===== src/sv/tpbd_pkg.sv =====
// ---------------------------------------------------------------------------
// tpbd_pkg: shared types and constants of the tape pulse block decoder
// Pulse classes, register indexes, reset values and the record that passes
// from the classifying front end to the bit assembler.
// ---------------------------------------------------------------------------
`default_nettype none

package tpbd_pkg;

  // Pulse classes
  typedef enum logic [1:0] {
    CLS_SHORT  = 2'd0,
    CLS_MEDIUM = 2'd1,
    CLS_LONG   = 2'd2,
    CLS_PAUSE  = 2'd3
  } pulse_class_t;

  // Configuration register indexes
  typedef enum logic [1:0] {
    REG_FORMAT_VERSION   = 2'd0,
    REG_SHORT_THRESHOLD  = 2'd1,
    REG_MEDIUM_THRESHOLD = 2'd2,
    REG_MAX_BLOCK_BYTES  = 2'd3
  } reg_index_t;

  localparam int unsigned CFG_DATA_W = 16;

  // Reset values of the configuration registers
  localparam logic [1:0]  RST_FORMAT_VERSION   = 2'd1;
  localparam logic [7:0]  RST_SHORT_THRESHOLD  = 8'd54;
  localparam logic [7:0]  RST_MEDIUM_THRESHOLD = 8'd74;
  localparam logic [15:0] RST_MAX_BLOCK_BYTES  = 16'hFFFF;

  // Pulses at or above this many cycles are pauses
  localparam logic [23:0] PAUSE_BOUND = 24'h001000;
  // Marker byte that opens a four-byte long pulse
  localparam logic [7:0]  LONG_MARKER = 8'h00;

  // Depth of the queue between front and back
  localparam int unsigned QUEUE_DEPTH_DEF = 2;

  typedef struct packed {
    logic [1:0]  format_version;
    logic [7:0]  short_threshold;
    logic [7:0]  medium_threshold;
    logic [15:0] max_block_bytes;
  } cfg_t;

  // Classified item handed from front to back
  typedef struct packed {
    logic         block_start;
    logic         last_byte;
    logic         pulse_valid;
    pulse_class_t pulse_class;
    logic [23:0]  pulse_len;
  } item_t;

endpackage

`default_nettype wire


===== src/sv/tpbd_front.sv =====
// ---------------------------------------------------------------------------
// tpbd_front: pulse assembly and classification
// Gathers long pulses from marker plus three count bytes, turns plain bytes
// into cycle counts and classes each completed pulse.
// ---------------------------------------------------------------------------
`default_nettype none

module tpbd_front (
  input  wire logic               clk,
  input  wire logic               rst,
  input  wire tpbd_pkg::cfg_t     cfg,
  input  wire logic               take,
  input  wire logic [7:0]         pulse_byte,
  input  wire logic               block_start,
  input  wire logic               last_byte,
  output tpbd_pkg::item_t         item
);

  logic [1:0]  long_phase;
  logic [23:0] long_value;
  logic [1:0]  long_phase_next;
  logic [23:0] long_value_next;

  logic [1:0]  ph;
  logic [23:0] val;
  logic [23:0] gathered;
  logic        pv;
  logic [23:0] cycles;
  tpbd_pkg::pulse_class_t cls;

  // Long pulse gathering; a block start drops any partial count
  always_comb begin
    ph              = block_start ? 2'd0 : long_phase;
    val             = block_start ? 24'd0 : long_value;
    gathered        = val;
    pv              = 1'b0;
    cycles          = 24'd0;
    long_phase_next = ph;
    long_value_next = val;
    case (ph)
      2'd1:    gathered = val | {16'd0, pulse_byte};
      2'd2:    gathered = val | {8'd0, pulse_byte, 8'd0};
      2'd3:    gathered = val | {pulse_byte, 16'd0};
      default: gathered = val;
    endcase
    if (ph != 2'd0) begin
      if (ph == 2'd3) begin
        cycles          = gathered;
        pv              = 1'b1;
        long_phase_next = 2'd0;
        long_value_next = 24'd0;
      end else begin
        long_phase_next = ph + 2'd1;
        long_value_next = gathered;
      end
    end else if (pulse_byte == tpbd_pkg::LONG_MARKER && cfg.format_version != 2'd0) begin
      long_phase_next = 2'd1;
      long_value_next = 24'd0;
    end else begin
      cycles = {13'd0, pulse_byte, 3'd0};
      pv     = 1'b1;
    end
  end

  // Classification against the thresholds (each threshold register scaled by eight)
  always_comb begin
    if (!pv) begin
      cls = tpbd_pkg::CLS_SHORT;
    end else if (cycles < {13'd0, cfg.short_threshold, 3'd0}) begin
      cls = tpbd_pkg::CLS_SHORT;
    end else if (cycles < {13'd0, cfg.medium_threshold, 3'd0}) begin
      cls = tpbd_pkg::CLS_MEDIUM;
    end else if (cycles < tpbd_pkg::PAUSE_BOUND) begin
      cls = tpbd_pkg::CLS_LONG;
    end else begin
      cls = tpbd_pkg::CLS_PAUSE;
    end
  end

  always_comb begin
    item.block_start = block_start;
    item.last_byte   = last_byte;
    item.pulse_valid = pv;
    item.pulse_class = cls;
    item.pulse_len   = cycles;
  end

  always_ff @(posedge clk) begin
    if (rst) begin
      long_phase <= 2'd0;
      long_value <= 24'd0;
    end else if (take) begin
      long_phase <= long_phase_next;
      long_value <= long_value_next;
    end
  end

endmodule

`default_nettype wire


===== src/sv/tpbd_queue.sv =====
// ---------------------------------------------------------------------------
// tpbd_queue: small FIFO of classified items
// Decouples the front end from the bit assembler so each can stall alone.
// ---------------------------------------------------------------------------
`default_nettype none

module tpbd_queue #(
  parameter int unsigned DEPTH = tpbd_pkg::QUEUE_DEPTH_DEF
) (
  input  wire logic              clk,
  input  wire logic              rst,
  input  wire logic              push,
  input  wire tpbd_pkg::item_t   wr_item,
  output logic                   full,
  input  wire logic              pop,
  output logic                   not_empty,
  output tpbd_pkg::item_t        rd_item
);

  localparam int unsigned PTR_W = (DEPTH > 1) ? $clog2(DEPTH) : 1;
  localparam int unsigned CNT_W = $clog2(DEPTH + 1);

  tpbd_pkg::item_t  mem [DEPTH];
  logic [PTR_W-1:0] wr_ptr;
  logic [PTR_W-1:0] rd_ptr;
  logic [CNT_W-1:0] count;

  logic do_push;
  logic do_pop;

  assign full      = (count == CNT_W'(DEPTH));
  assign not_empty = (count != '0);
  assign do_push   = push && !full;
  assign do_pop    = pop && not_empty;
  assign rd_item   = mem[rd_ptr];

  // Storage write
  always_ff @(posedge clk) begin
    if (do_push) begin
      mem[wr_ptr] <= wr_item;
    end
  end

  // Pointers and fill count
  always_ff @(posedge clk) begin
    if (rst) begin
      wr_ptr <= '0;
      rd_ptr <= '0;
      count  <= '0;
    end else begin
      if (do_push) begin
        wr_ptr <= (wr_ptr == PTR_W'(DEPTH - 1)) ? '0 : wr_ptr + PTR_W'(1);
      end
      if (do_pop) begin
        rd_ptr <= (rd_ptr == PTR_W'(DEPTH - 1)) ? '0 : rd_ptr + PTR_W'(1);
      end
      if (do_push && !do_pop) begin
        count <= count + CNT_W'(1);
      end else if (do_pop && !do_push) begin
        count <= count - CNT_W'(1);
      end
    end
  end

endmodule

`default_nettype wire


===== src/sv/tpbd_back.sv =====
// ---------------------------------------------------------------------------
// tpbd_back: bit assembly and block control
// Shifts short/medium pulses into bytes, counts bytes, ends the block and
// holds the result in an output register.
// ---------------------------------------------------------------------------
`default_nettype none

module tpbd_back (
  input  wire logic              clk,
  input  wire logic              rst,
  input  wire tpbd_pkg::cfg_t    cfg,
  input  wire logic              q_valid,
  input  wire tpbd_pkg::item_t   q_item,
  output logic                   q_pop,
  output logic                   out_valid,
  input  wire logic              out_stall,
  output logic                   byte_valid,
  output logic [7:0]             data_byte,
  output logic [15:0]            bytes_so_far,
  output logic                   pulse_valid,
  output logic [1:0]             pulse_class,
  output logic [23:0]            pulse_len,
  output logic                   block_done
);

  logic [7:0]  bit_shift;
  logic [2:0]  bit_cnt;
  logic [15:0] byte_count;
  logic        stopped;

  logic [7:0]  bit_shift_next;
  logic [2:0]  bit_cnt_next;
  logic [15:0] byte_count_next;
  logic        stopped_next;

  logic [7:0]  sh;
  logic [2:0]  cnt;
  logic [15:0] bc;
  logic        stp;
  logic        bv;
  logic [7:0]  data;
  logic        pv;
  logic [1:0]  cls;
  logic [23:0] cyc;
  logic        done;
  logic        is_bit;

  // Take a new item whenever the output register is free or drains
  assign q_pop = q_valid && (!out_valid || !out_stall);

  always_comb begin
    sh  = q_item.block_start ? 8'd0  : bit_shift;
    cnt = q_item.block_start ? 3'd0  : bit_cnt;
    bc  = q_item.block_start ? 16'd0 : byte_count;
    stp = q_item.block_start ? 1'b0  : stopped;

    bit_shift_next  = sh;
    bit_cnt_next    = cnt;
    byte_count_next = bc;
    stopped_next    = stp;
    bv     = 1'b0;
    data   = 8'd0;
    pv     = 1'b0;
    cls    = 2'd0;
    cyc    = 24'd0;
    done   = 1'b0;
    is_bit = (q_item.pulse_class == tpbd_pkg::CLS_SHORT) ||
             (q_item.pulse_class == tpbd_pkg::CLS_MEDIUM);

    if (stp) begin
      done = 1'b1;
    end else if (bc >= cfg.max_block_bytes) begin
      done = 1'b1;
    end else begin
      if (q_item.pulse_valid) begin
        pv  = 1'b1;
        cls = q_item.pulse_class;
        cyc = q_item.pulse_len;
        if (is_bit) begin
          // first bit received ends up most significant
          bit_shift_next = {sh[6:0], q_item.pulse_class == tpbd_pkg::CLS_MEDIUM};
          bit_cnt_next   = cnt + 3'd1;
          if (bit_cnt_next == 3'd0) begin
            bv             = 1'b1;
            data           = bit_shift_next;
            bit_shift_next = 8'd0;
          end
        end else begin
          // long pulse or pause flushes a partial byte
          if (cnt != 3'd0) begin
            bv             = 1'b1;
            data           = sh;
            bit_shift_next = 8'd0;
            bit_cnt_next   = 3'd0;
          end
          if (q_item.pulse_class == tpbd_pkg::CLS_PAUSE) begin
            done = 1'b1;
          end
        end
        if (bv) begin
          byte_count_next = bc + 16'd1;
          if (byte_count_next >= cfg.max_block_bytes) begin
            done = 1'b1;
          end
        end
      end
      if (q_item.last_byte) begin
        done = 1'b1;
      end
    end

    // end of block drops held bits
    if (done) begin
      stopped_next   = 1'b1;
      bit_shift_next = 8'd0;
      bit_cnt_next   = 3'd0;
    end
  end

  // Block state
  always_ff @(posedge clk) begin
    if (rst) begin
      bit_shift  <= 8'd0;
      bit_cnt    <= 3'd0;
      byte_count <= 16'd0;
      stopped    <= 1'b0;
    end else if (q_pop) begin
      bit_shift  <= bit_shift_next;
      bit_cnt    <= bit_cnt_next;
      byte_count <= byte_count_next;
      stopped    <= stopped_next;
    end
  end

  // Output register valid
  always_ff @(posedge clk) begin
    if (rst) begin
      out_valid <= 1'b0;
    end else if (q_pop) begin
      out_valid <= 1'b1;
    end else if (!out_stall) begin
      out_valid <= 1'b0;
    end
  end

  // Output register payload
  always_ff @(posedge clk) begin
    if (q_pop) begin
      byte_valid   <= bv;
      data_byte    <= data;
      bytes_so_far <= byte_count_next;
      pulse_valid  <= pv;
      pulse_class  <= cls;
      pulse_len    <= cyc;
      block_done   <= done;
    end
  end

endmodule

`default_nettype wire


===== src/sv/tape_pulse_block_decoder_unit.sv =====
// ---------------------------------------------------------------------------
// tape_pulse_block_decoder_unit: tape pulse block decoder, top level
// Decodes raw tape-image pulse bytes into data bytes, one result per byte.
// ---------------------------------------------------------------------------
// Usage:
//   Input channel (in_valid / in_stall) carries one raw pulse byte with its
//   block_start and last_byte flags per transfer. Output channel
//   (out_valid / out_stall) carries exactly one result per input byte, in
//   order: decoded byte, byte count, completed pulse and its class, and the
//   block-done flag.
//   Throughput: one byte per cycle while out_stall is low. The front end
//   assembles and classes a pulse in the cycle of the transfer and writes it
//   to a small queue; the back end pops one entry per cycle into the output
//   register whenever that register is free or drains.
//   When the receiver stalls, the output register holds its result, the
//   queue fills, and in_stall rises once the queue is full; no item is lost.
//   Reset clears the decoder state and the queue and loads the register
//   defaults (version 1, thresholds 54 and 74, byte limit 65535).
//   Registers are written through wr_en / wr_index / wr_data; the user must
//   write them only while idle, as the block itself does not enforce it.
// ---------------------------------------------------------------------------
`default_nettype none

module tape_pulse_block_decoder_unit #(
  parameter int unsigned QUEUE_DEPTH = tpbd_pkg::QUEUE_DEPTH_DEF
) (
  input  wire logic                          clk,
  input  wire logic                          rst,
  input  wire logic                          wr_en,
  input  wire logic [1:0]                    wr_index,
  input  wire logic [tpbd_pkg::CFG_DATA_W-1:0] wr_data,
  input  wire logic                          in_valid,
  output logic                               in_stall,
  input  wire logic [7:0]                    pulse_byte,
  input  wire logic                          block_start,
  input  wire logic                          last_byte,
  output logic                               out_valid,
  input  wire logic                          out_stall,
  output logic                               byte_valid,
  output logic [7:0]                         data_byte,
  output logic [15:0]                        bytes_so_far,
  output logic                               pulse_valid,
  output logic [1:0]                         pulse_class,
  output logic [23:0]                        pulse_len,
  output logic                               block_done
);

  tpbd_pkg::cfg_t  cfg;
  tpbd_pkg::item_t front_item;
  tpbd_pkg::item_t q_item;
  logic            q_full;
  logic            q_valid;
  logic            q_pop;
  logic            take;

  assign in_stall = q_full;
  assign take     = in_valid && !q_full;

  // Configuration registers
  always_ff @(posedge clk) begin
    if (rst) begin
      cfg.format_version   <= tpbd_pkg::RST_FORMAT_VERSION;
      cfg.short_threshold  <= tpbd_pkg::RST_SHORT_THRESHOLD;
      cfg.medium_threshold <= tpbd_pkg::RST_MEDIUM_THRESHOLD;
      cfg.max_block_bytes  <= tpbd_pkg::RST_MAX_BLOCK_BYTES;
    end else if (wr_en) begin
      case (tpbd_pkg::reg_index_t'(wr_index))
        tpbd_pkg::REG_FORMAT_VERSION:   cfg.format_version   <= wr_data[1:0];
        tpbd_pkg::REG_SHORT_THRESHOLD:  cfg.short_threshold  <= wr_data[7:0];
        tpbd_pkg::REG_MEDIUM_THRESHOLD: cfg.medium_threshold <= wr_data[7:0];
        tpbd_pkg::REG_MAX_BLOCK_BYTES:  cfg.max_block_bytes  <= wr_data[15:0];
        default: ;
      endcase
    end
  end

  tpbd_front u_front (
    .clk         (clk),
    .rst         (rst),
    .cfg         (cfg),
    .take        (take),
    .pulse_byte  (pulse_byte),
    .block_start (block_start),
    .last_byte   (last_byte),
    .item        (front_item)
  );

  tpbd_queue #(
    .DEPTH (QUEUE_DEPTH)
  ) u_queue (
    .clk       (clk),
    .rst       (rst),
    .push      (take),
    .wr_item   (front_item),
    .full      (q_full),
    .pop       (q_pop),
    .not_empty (q_valid),
    .rd_item   (q_item)
  );

  tpbd_back u_back (
    .clk          (clk),
    .rst          (rst),
    .cfg          (cfg),
    .q_valid      (q_valid),
    .q_item       (q_item),
    .q_pop        (q_pop),
    .out_valid    (out_valid),
    .out_stall    (out_stall),
    .byte_valid   (byte_valid),
    .data_byte    (data_byte),
    .bytes_so_far (bytes_so_far),
    .pulse_valid  (pulse_valid),
    .pulse_class  (pulse_class),
    .pulse_len    (pulse_len),
    .block_done   (block_done)
  );

endmodule

`default_nettype wire


===== config.mk =====
export PLATFORM = sky130hd
export DESIGN_NAME = tape_pulse_block_decoder_unit
export DESIGN_NICKNAME = d
export VERILOG_FILES = /design/src/sv/tpbd_pkg.sv /design/src/sv/tpbd_front.sv /design/src/sv/tpbd_queue.sv /design/src/sv/tpbd_back.sv /design/src/sv/tape_pulse_block_decoder_unit.sv
export SDC_FILE = /design/constraint.sdc
export NUM_CORES = 1
export LEC_CHECK = 0
export ABC_AREA = 1
export BUFFER_PORTS_ARGS = -buffer_cell sky130_fd_sc_hd__buf_2
export CAP_MARGIN = 10
export CELL_PAD_IN_SITES_DETAIL_PLACEMENT = 0
export CELL_PAD_IN_SITES_GLOBAL_PLACEMENT = 1
export CORE_ASPECT_RATIO = 0.6
export CORE_UTILIZATION = 51
export CTS_BUF_LIST = sky130_fd_sc_hd__clkbuf_8
export DETAILED_ROUTE_END_ITERATION = 7
export PLACE_DENSITY_LB_ADDON = 0.3
export SETUP_SLACK_MARGIN = 0.5
export SYNTH_ARGS = -nofsm -noshare
export SYNTH_HDL_FRONTEND = slang
export SYNTH_HIERARCHICAL = 1
export SYNTH_SLANG_ARGS = --single-unit

===== constraint.sdc =====
create_clock -name clk -period 10.7 [get_ports clk]
set_input_delay 1.605 -clock clk [delete_from_list [all_inputs] [get_ports clk]]
set_output_delay 1.605 -clock clk [all_outputs]
set_load 0.05 [all_outputs]

==> reports/qor.yml <==
yosysWarnings: 6
drc: 0
grt_overflow_total: 0
grt_use_total_pct: 25.61
htree_levels: 1
grt_pass1_vias: 8813
antenna_found_initial: 0
place.gp.congestion: 0.9149
holdBufCountCts: 0
clock_latency_ns: 0.57
nets: 1567
fp-row-count: 41
num_vias: 9523
slew_headroom_pct: 27.79
slew_viol_final: 0
ctsResizeCount: 0
grt_pass1_wl_um: 47040
totalWireLength_um: 28800
skew_ns: 0.01177
numCtsBuffers: 30
crit_path_end_kind: "register"
die_h_um: 117.9
via_per_inst: 5.347
dr.pass1.iters: 5
async_flop_share_pct: 0
rsz0062_at_grt: "no"
final_layout_size_suffix_gt1_share_pct: 15.71
max_slew.worst_pin.slew_ns: 1.082
synth.distinct_cells: 45
fin_cells: 1781
post-route-min-period_ns: 5.146
synthFlopType: "edfxtp_1"
dp_cells: 1726
fin_setup_tns_ns: 0
grt_max_degree: 44
drtAntennaViolNets: 0
syn-instance-count: 1407
synth.cell_area_mm2: 0.01142
path_clk_slew_ns: 0.07
clk_path_buf_depth: 3
start_util_pct: 53.13
antenna_cells: 0
ir_drop_v: 0.0001890
avgSynthCellArea_um2: 8.117
fill_cells: 1996
synth-edff-count: 111
max_freq_ghz: 0.1943
syn_to_final_growth_pct: 9.684
fp.dieW_um: 195.2
pin_count: 88
power_density_mw_per_mm2: 255.7
core_mm2: 0.02149
startpoint_type: "input port"
cts_tree: "built"
post_cts_buffers: 0
clock_sinks: 205
hpwlAfterDp_um: 21160
die_area_mm2: 0.02302
drtIter0Drc: 879
finalHoldViolations: 0
outcome: "finished, final reports clean"
p_leak_nw: 6.197
crit_arrival_ns: 5.48
io_buffers: 87
critPathMaxFanout: 32
setup-violations-final: 0
root_buffer: "clkbuf_8"
wl_per_cell_um: 16.17
synth.yosys.seq_area_share_pct: 45.66
syn_nets: 1495
post-route-period-util_pct: 48.10
worstSetupPathType: "in -> reg"
drv_cap: 0
holdCritPathClass: "reg -> reg"
required_ns: 11.03
yosys_register_bits: 205
-- routing by layer --
metal  vias to the layer above  routed length (um)  share of wire [%]  GRT usage (%)
met5                         -                   0                  0              0
met4                         0                 369                1.3          4.380
met3                        33                2249                7.8          4.900
met2                       322               10760                 37          33.93
met1                      4451               15420                 54          42.22
li1                       4717                   -                  -              -
-- report_power, final --
group	switching [mW]	internal (mW)	total, mW
logic	1.08	0.350	1.43
registers	0.0720	1.11	1.18
clock network	0.308	0.291	0.599
-- kinds of logic after synthesis --
| logic type | count (synthesis) | synth area share [%] |
|---|---|---|
| simple gates | 673 | 26.56 |
| buf+inv | 276 | 9.937 |
| flops | 205 | 45.66 |
| compound gates | 157 | 7.647 |
| fa+ha+maj | 55 | 6.025 |
| mux | 29 | 3.188 |
| xor+xnor | 12 | 0.9861 |
-- Yosys cell counts, drive strengths merged (14+ instances only) --
cell type	number	area share, %
mux2	29	3.2
nor2	157	6.3
edfxtp	111	29
a21oi	59	2.7
ha	55	6.0
a31oi	14	0.77
inv	222	7.3
nand2	353	12
dfxtp	94	16
nand3	117	5.4
o21ai	69	3.1
clkbuf	19	0.62
nand4	37	2.1
buf	35	2.0
-- placed cells by master (no fill, tap or decap), types with 8 or more instances in the layout --
cell / instances
buf_2: 87
nor2_1: 137
mux2_2: 19
edfxtp_1: 111
inv_1: 211
dfxtp_1: 94
a31oi_1: 14
nand2_1: 338
inv_2: 15
nand3_1: 110
nor2_2: 10
nand2_2: 12
mux2_4: 10
nand4_1: 36
clkbuf_8: 34
ha_1: 55
a21oi_1: 58
clkinv_2: 8
xor2_1: 8
o21ai_0: 61
-- final cells by class --
| cell class | count | area (um^2) | area share (%) |
|---|---|---|---|
| clock buffers | 34 | 467.9 | 3.736 |
| clock inverters | 21 | 91.34 | 0.7291 |
| inverters | 222 | 837.1 | 6.682 |
| multi-input cells | 926 | 5079 | 40.54 |
| flip-flops and latches | 205 | 5215 | 41.63 |
| well taps | 279 | 349.1 | 2.787 |
| repair buffers | 94 | 488.0 | 3.895 |
-- per-stage QoR --
step           hold WS, ns  area, um^2  setup slack [ns]  util, %  power, mW
2_1_floorplan       0.4257       11420             6.106        -      2.284
3_3_place_gp        0.4436       11970             5.090    55.68      2.595
3_5_place_dp        0.4444       11970             5.065    55.68      2.611
4_1_cts             0.4596       12530             5.686    58.28      3.217
5_1_grt             0.4845       12530             5.106    58.28      3.403
6_report            0.4609       12530             5.554    58.28      3.203
-- worst paths after layout --
check | start | endpoint | slack, ns | cells past startpoint
setup / recovery | block_start | u_queue/mem[0][25] | 5.55 | 17
hold / removal | cfg[1] | cfg[1] | 0.46 | 2
setup reg to reg | register | u_back/bit_shift[7] | 6.11 | 19
hold reg to reg | cfg[1] | cfg[1] | 0.46 | 2
-- worst max-delay path: stages --
cell,delay (ns)
buf_2,0.20
inv_2,0.42
nand2_1,0.23
inv_1,0.14
ha_1,0.41
inv_1,0.13
nor2_2,0.79
nand3_1,0.14
o21ai_0,0.27
ha_1,0.36
a21oi_1,0.14
a21boi_0,0.22
nand2_1,0.11
nor2_1,0.11
nand2_1,0.06
nor2_1,0.08
nor2_1,0.06
-- state kept, by name, indices dropped and copies added (netlist names), named ones only --
signal / flops
u_back/out_valid: 1
u_front/long_phase: 2
u_back/stopped: 1
u_back/pulse_class: 2
u_back/byte_valid: 1
u_queue/mem: 58
u_back/data_byte: 8
u_back/bit_cnt: 3
u_back/pulse_valid: 1
u_back/block_done: 1
u_front/long_value: 24
u_back/pulse_len: 24
u_back/bit_shift: 8
u_back/byte_count: 16
cfg: 34
u_queue/count: 2
u_back/bytes_so_far: 16
u_queue/rd_ptr: 1
u_queue/wr_ptr: 1
(Power assumes the default switching activity.)
